==> src/ssm_pkg.sv <==
// ----------------------------------------------------------------------------
// ssm_pkg
// Shared widths, codes and types of the state-space model step block.
// ----------------------------------------------------------------------------
package ssm_pkg;

    localparam int VALUE_W    = 32;
    localparam int KIND_W     = 3;
    localparam int SEL_W      = 2;
    localparam int POS_W      = 3;
    localparam int STATUS_W   = 4;
    localparam int TYPE_W     = 2;
    localparam int COUNT_W    = 4;
    localparam int CFG_W      = 4;
    localparam int CFG_IDX_W  = 2;
    localparam int RGN_W      = 2;
    localparam int PROD_W     = 64;
    // 48-bit rounded terms, at most 30 of them per row, plus margin
    localparam int ACC_W      = 54;
    localparam int RESULT_LIMIT = 8;

    localparam int DEF_MAX_STATES  = 8;
    localparam int DEF_MAX_INPUTS  = 8;
    localparam int DEF_MAX_OUTPUTS = 8;

    localparam logic [KIND_W-1:0] KIND_LOAD_COEF  = 3'd0;
    localparam logic [KIND_W-1:0] KIND_LOAD_STATE = 3'd1;
    localparam logic [KIND_W-1:0] KIND_LOAD_INPUT = 3'd2;
    localparam logic [KIND_W-1:0] KIND_UPDATE     = 3'd3;
    localparam logic [KIND_W-1:0] KIND_OUTPUT     = 3'd4;

    localparam logic [SEL_W-1:0] MAT_A = 2'd0;
    localparam logic [SEL_W-1:0] MAT_B = 2'd1;
    localparam logic [SEL_W-1:0] MAT_C = 2'd2;
    localparam logic [SEL_W-1:0] MAT_D = 2'd3;

    // regions of the vector memory
    localparam logic [RGN_W-1:0] RGN_X0 = 2'd0;
    localparam logic [RGN_W-1:0] RGN_X1 = 2'd1;
    localparam logic [RGN_W-1:0] RGN_U  = 2'd2;

    localparam logic [STATUS_W-1:0] STS_OK             = 4'd0;
    localparam logic [STATUS_W-1:0] STS_INPUT_IGNORED  = 4'd1;
    localparam logic [STATUS_W-1:0] STS_NO_A           = 4'd2;
    localparam logic [STATUS_W-1:0] STS_NO_STATE       = 4'd3;
    localparam logic [STATUS_W-1:0] STS_INPUT_REQUIRED = 4'd4;
    localparam logic [STATUS_W-1:0] STS_NO_B           = 4'd5;
    localparam logic [STATUS_W-1:0] STS_NO_C           = 4'd6;
    localparam logic [STATUS_W-1:0] STS_NO_D           = 4'd7;
    localparam logic [STATUS_W-1:0] STS_TYPE_UNSET     = 4'd8;

    localparam logic [TYPE_W-1:0] SYS_UNSET       = 2'd0;
    localparam logic [TYPE_W-1:0] SYS_AUTONOMOUS  = 2'd1;
    localparam logic [TYPE_W-1:0] SYS_DYNAMIC     = 2'd2;
    localparam logic [TYPE_W-1:0] SYS_FEEDTHROUGH = 2'd3;

    localparam logic [CFG_IDX_W-1:0] CFG_SYSTEM_TYPE  = 2'd0;
    localparam logic [CFG_IDX_W-1:0] CFG_STATE_COUNT  = 2'd1;
    localparam logic [CFG_IDX_W-1:0] CFG_INPUT_COUNT  = 2'd2;
    localparam logic [CFG_IDX_W-1:0] CFG_OUTPUT_COUNT = 2'd3;

    localparam logic [COUNT_W-1:0] COUNT_RESET = 4'd8;

    // 1.0 in Q16.16
    localparam logic signed [VALUE_W-1:0] Q_ONE = 32'sh0001_0000;

    typedef struct packed {
        logic valid;
        logic first;
        logic last;
        logic copy;
    } term_ctl_t;

    typedef struct packed {
        logic                      done;
        logic signed [VALUE_W-1:0] value;
    } mac_res_t;

endpackage

==> src/ssm_mac.sv <==
// ----------------------------------------------------------------------------
// ssm_mac
// Multiply-accumulate unit: Q16.16 products rounded half up, exact row sum,
// saturated to 32 bits at the end of each row.
// ----------------------------------------------------------------------------
module ssm_mac
(
    input  logic                               clk,
    input  logic                               rst_n,
    input  ssm_pkg::term_ctl_t                 term,
    input  logic signed [ssm_pkg::VALUE_W-1:0] coef,
    input  logic signed [ssm_pkg::VALUE_W-1:0] vec,
    output ssm_pkg::mac_res_t                  res
);
    import ssm_pkg::*;

    logic signed [VALUE_W-1:0] coef_op;
    logic signed [PROD_W-1:0]  prod_next;
    logic signed [PROD_W-1:0]  prod_reg;
    term_ctl_t                 stage_reg;
    logic signed [ACC_W-1:0]   acc_reg;
    logic signed [ACC_W-1:0]   acc_next;
    logic signed [ACC_W-1:0]   acc_base;
    logic signed [ACC_W-1:0]   term_shift;
    logic signed [ACC_W-1:0]   term_round;
    logic                      sat_hi;
    logic                      sat_lo;
    logic signed [VALUE_W-1:0] sum_next;
    logic signed [VALUE_W-1:0] sum_reg;
    logic                      done_reg;

    // a copy term multiplies by one, which passes the value through exactly
    assign coef_op   = term.copy ? Q_ONE : coef;
    assign prod_next = coef_op * vec;

    // floor((p + 2^15) / 2^16) = (p >>> 16) + p[15]
    assign term_shift = {{(ACC_W-48){prod_reg[PROD_W-1]}}, prod_reg[PROD_W-1:16]};
    assign term_round = {{(ACC_W-1){1'b0}}, prod_reg[15]};
    assign acc_base   = stage_reg.first ? '0 : acc_reg;
    assign acc_next   = acc_base + term_shift + term_round;

    always_comb
    begin
        sat_hi = !acc_next[ACC_W-1] && (acc_next[ACC_W-2:VALUE_W-1] != '0);
        sat_lo = acc_next[ACC_W-1] && !(&acc_next[ACC_W-2:VALUE_W-1]);
        if (sat_hi)
        begin
            sum_next = 32'sh7FFF_FFFF;
        end
        else if (sat_lo)
        begin
            sum_next = 32'sh8000_0000;
        end
        else
        begin
            sum_next = acc_next[VALUE_W-1:0];
        end
    end

    always_ff @(posedge clk or negedge rst_n)
    begin
        if (!rst_n)
        begin
            stage_reg <= '0;
            done_reg  <= 1'b0;
        end
        else
        begin
            stage_reg <= term;
            done_reg  <= stage_reg.valid && stage_reg.last;
        end
    end

    always_ff @(posedge clk)
    begin
        prod_reg <= prod_next;
        if (stage_reg.valid)
        begin
            acc_reg <= acc_next;
        end
        if (stage_reg.valid && stage_reg.last)
        begin
            sum_reg <= sum_next;
        end
    end

    assign res.done  = done_reg;
    assign res.value = sum_reg;

endmodule

==> config.mk <==
export PLATFORM = sky130hd
export DESIGN_NAME = ssm_mac
export DESIGN_NICKNAME = d
export VERILOG_FILES = /design/src/ssm_pkg.sv /design/src/ssm_mac.sv
export SDC_FILE = /design/constraint.sdc
export NUM_CORES = 2
export LEC_CHECK = 0
export CAP_MARGIN = 10
export CELL_PAD_IN_SITES_DETAIL_PLACEMENT = 0
export CELL_PAD_IN_SITES_GLOBAL_PLACEMENT = 1
export CORE_MARGIN = 2
export CORE_UTILIZATION = 48
export DETAILED_ROUTE_END_ITERATION = 16
export DONT_BUFFER_PORTS = 1
export PLACE_DENSITY_LB_ADDON = 0.05
export RECOVER_POWER = 50
export SLEW_MARGIN = 15
export SYNTH_ARGS = -nofsm -noshare
export SYNTH_HDL_FRONTEND = slang
export SYNTH_SLANG_ARGS = --single-unit
==> constraint.sdc <==
create_clock -name clk -period 4.26 [get_ports clk]
set_input_delay 0.852 -clock clk [delete_from_list [all_inputs] [get_ports clk]]
set_output_delay 0.852 -clock clk [all_outputs]
set_load 0.01 [all_outputs]
==> reports/qor.yml <==
crit-reg2reg-launch: "stage_reg[2]"
drt_iter0_markers: 1623
outcome: "finished with violations"
syn_inst: 4535
slew_headroom_pct: -139
rows: 110
area.sequential_sq_mm: 0.00366
syn_nets: 5920
ys_warn_count: 0
cts-root-buf: "clkbuf_16"
nets: 6352
grt_pass1_vias: 35300
syn-cell-area_sq_mm: 0.0435
hold_viol: 0
slowest_delay_ns: 0.55
hold_class: "input pin to async pin"
clk_path_buf_depth: 2
clkTransAtPathRegs_ns: 0.07
cts_tree: "done"
period_needed_ns: 7.80
fin_crit_sh_pct: 183
final.setup_skew_ns: 0.0130
violations: "capacitance limit, slew limit, setup timing"
crit_fanout: 34
crit_required_ns: 4.56
syn_to_final_growth_pct: 19.3
clock_latency_ns: 0.43
avgSynthCellArea_sq_um: 9.59
die-area_sq_mm: 0.0930
final_layout_size_suffix_gt1_share_pct: 20.2
synth_seq_cells: 139
cp-startpoint: "term[0]"
synth_edf_count: 86
place_hpwl_mm: 104
drv_slew: 56
via_per_inst: 5.11
synth_top_area_share_pct: 49.9
overflow: 0
die_w_microns: 305
synth_area_leader_cell: "fa_1"
rsz0062_at_grt: "yes"
drc: 0
setup-tns-final_ns: -155.64
track_usage_pct: 28.5
core-area_sq_mm: 0.0899
cts_buffers: 17
port_buffers: 0
start_util_pct: 48.4
setup_slack_ns: -3.54
cts_sinks: 139
critPathLaunchType: "input pin"
cp-end-kind: "flop"
crit_slowest_cell: "fa_1"
dr.pass1.iters: 8
antenna_found_initial: 4
r2r_slack_ns: -0.24
synth_async_sr_flop_share_pct: 2.88
synth_seq_area_share_pct: 8.43
postRouteAntennaNets: 0
fp.dieH_microns: 305
ys_types: 94
gp_congestion: 0.873
io_pins: 103
ys.flop_type: "edfxtp_1"
path_class: "input pin to flop"
crit_path_frequent_cell: "fa_1"
multiInputGateArea_sq_mm: 0.0367
arrival_ns: 8.10
largest_reg_flops: 54
setup_viol: 80
synth_area_leaders: "fa_1 50%, inv_1 8.7%, and2_1 7.4%, ha_1 6.7%, edfxtp_1 5.9%"
wirelength_mm: 127
maxCapViolCount: 1
num_vias: 31500
grt_pass1_wl_mm: 204
grt_max_degree: 56
tightest_slew_ns: 3.58
wl_per_cell_microns: 20.7
timing.fmax_mhz: 128
htree_num_levels: 4
fillCellCount: 8068
-- area by class of cell --
class	instances	area share [%]
Clock buffer	19	0.876
Tap cell	1176	2.84
Antenna cell	5	0.0241
Timing Repair Buffer	630	10.9
Clock inverter	13	0.200
Multi-Input combinational cell	3172	70.8
Inverter	1007	7.29
Sequential cell	139	7.06
-- cells in the final DEF (no fill, tap or decap), drive strengths merged, types with 18 or more instances in the layout --
cell    netlist  final
inv        1007   1014
and2        512    512
nor3         34     34
o21bai       19     19
ha          232    232
o21ai        83     83
buf          12    624
nor2b        95     96
nand2       560    560
nor2         88     88
fa         1083   1083
a21oi       101    101
clkbuf      206     25
xnor2        64     64
xor2         39     39
nand3        28     28
nand4        18     18
a21o         51     51
dfxtp        49     49
edfxtp       86     86
-- what timing repair did --
item | CTS | global route
resized for setup | 208 | 139
hold buffers | 0 | 0
gates cloned | 6 | 5
setup buffers | 57 | 39
setup endpoints to repair | 80 | 80
pin swaps | 156 | 159
-- critical path, delay by kind of cell --
family	cells	cell delay (ns)
AOI/OAI and AO/OA	8	1.10
adders and majority gates	9	4.26
and+or+nand+nor	5	0.96
buffers and inverters	8	0.89
-- through the flow --
step / instances / hold WS, ns / worst slack [ns] / cell area (sq um) / util (%)
floorplan: 4535 / 0.556 / -4.33 / 43900 / -
global placement: 6041 / 0.491 / -4.24 / 48900 / 54.4
detailed placement: 6041 / 0.500 / -4.33 / 48900 / 54.4
CTS: 6122 / 0.0882 / -3.59 / 50900 / 56.6
global route: 6156 / 0.0834 / -3.80 / 51900 / 57.7
finish: 6161 / 0.104 / -3.54 / 51900 / 57.7
-- layer usage --
layer	up-vias	global-route usage (%)	wire length, microns
met5	-	0	0
met4	0	6.16	2770
met3	123	2.43	4730
met2	647	50.3	64500
met1	16400	38.4	55500
li1	14300	-	-
-- synth_stat cells, types with 31 or more instances --
cell type and instances:
edfxtp_1 86, inv_1 1007, nor2_1 86, fa_1 1083, nor3_1 32, xnor2_1 63, nand2_1 558, o21ai_2 31
o21ai_0 42, dfxtp_1 49, clkbuf_1 206, and2_1 512, ha_1 232, nor2b_1 95, xor2_1 39, a21o_1 50
a21oi_1 98
-- kinds of logic after synthesis --
| logic type | synth area share (%) |
|---|---|
| AND/OR/NAND/NOR | 16.6 |
| adder cells (fa/ha/maj) | 56.5 |
| multiplexers | 0.0230 |
| buffers and inverters | 10.7 |
| AO/OA/AOI/OAI | 5.62 |
| XOR/XNOR | 2.09 |
| flip-flops | 8.43 |
-- worst paths after layout --
check	endpoint	cells past startpoint
hold reg to reg	done_reg	1
setup / recovery	prod_reg[51]	30
hold / removal	done_reg	0
max in group asynchronous	stage_reg[3]	0
min in group clk	stage_reg[3]	0
setup reg to reg	sum_reg[2]	22
Power is left out: the tool's default activity adds up to more than one toggle a clock period on the data nets, which glitch-free logic cannot reach.
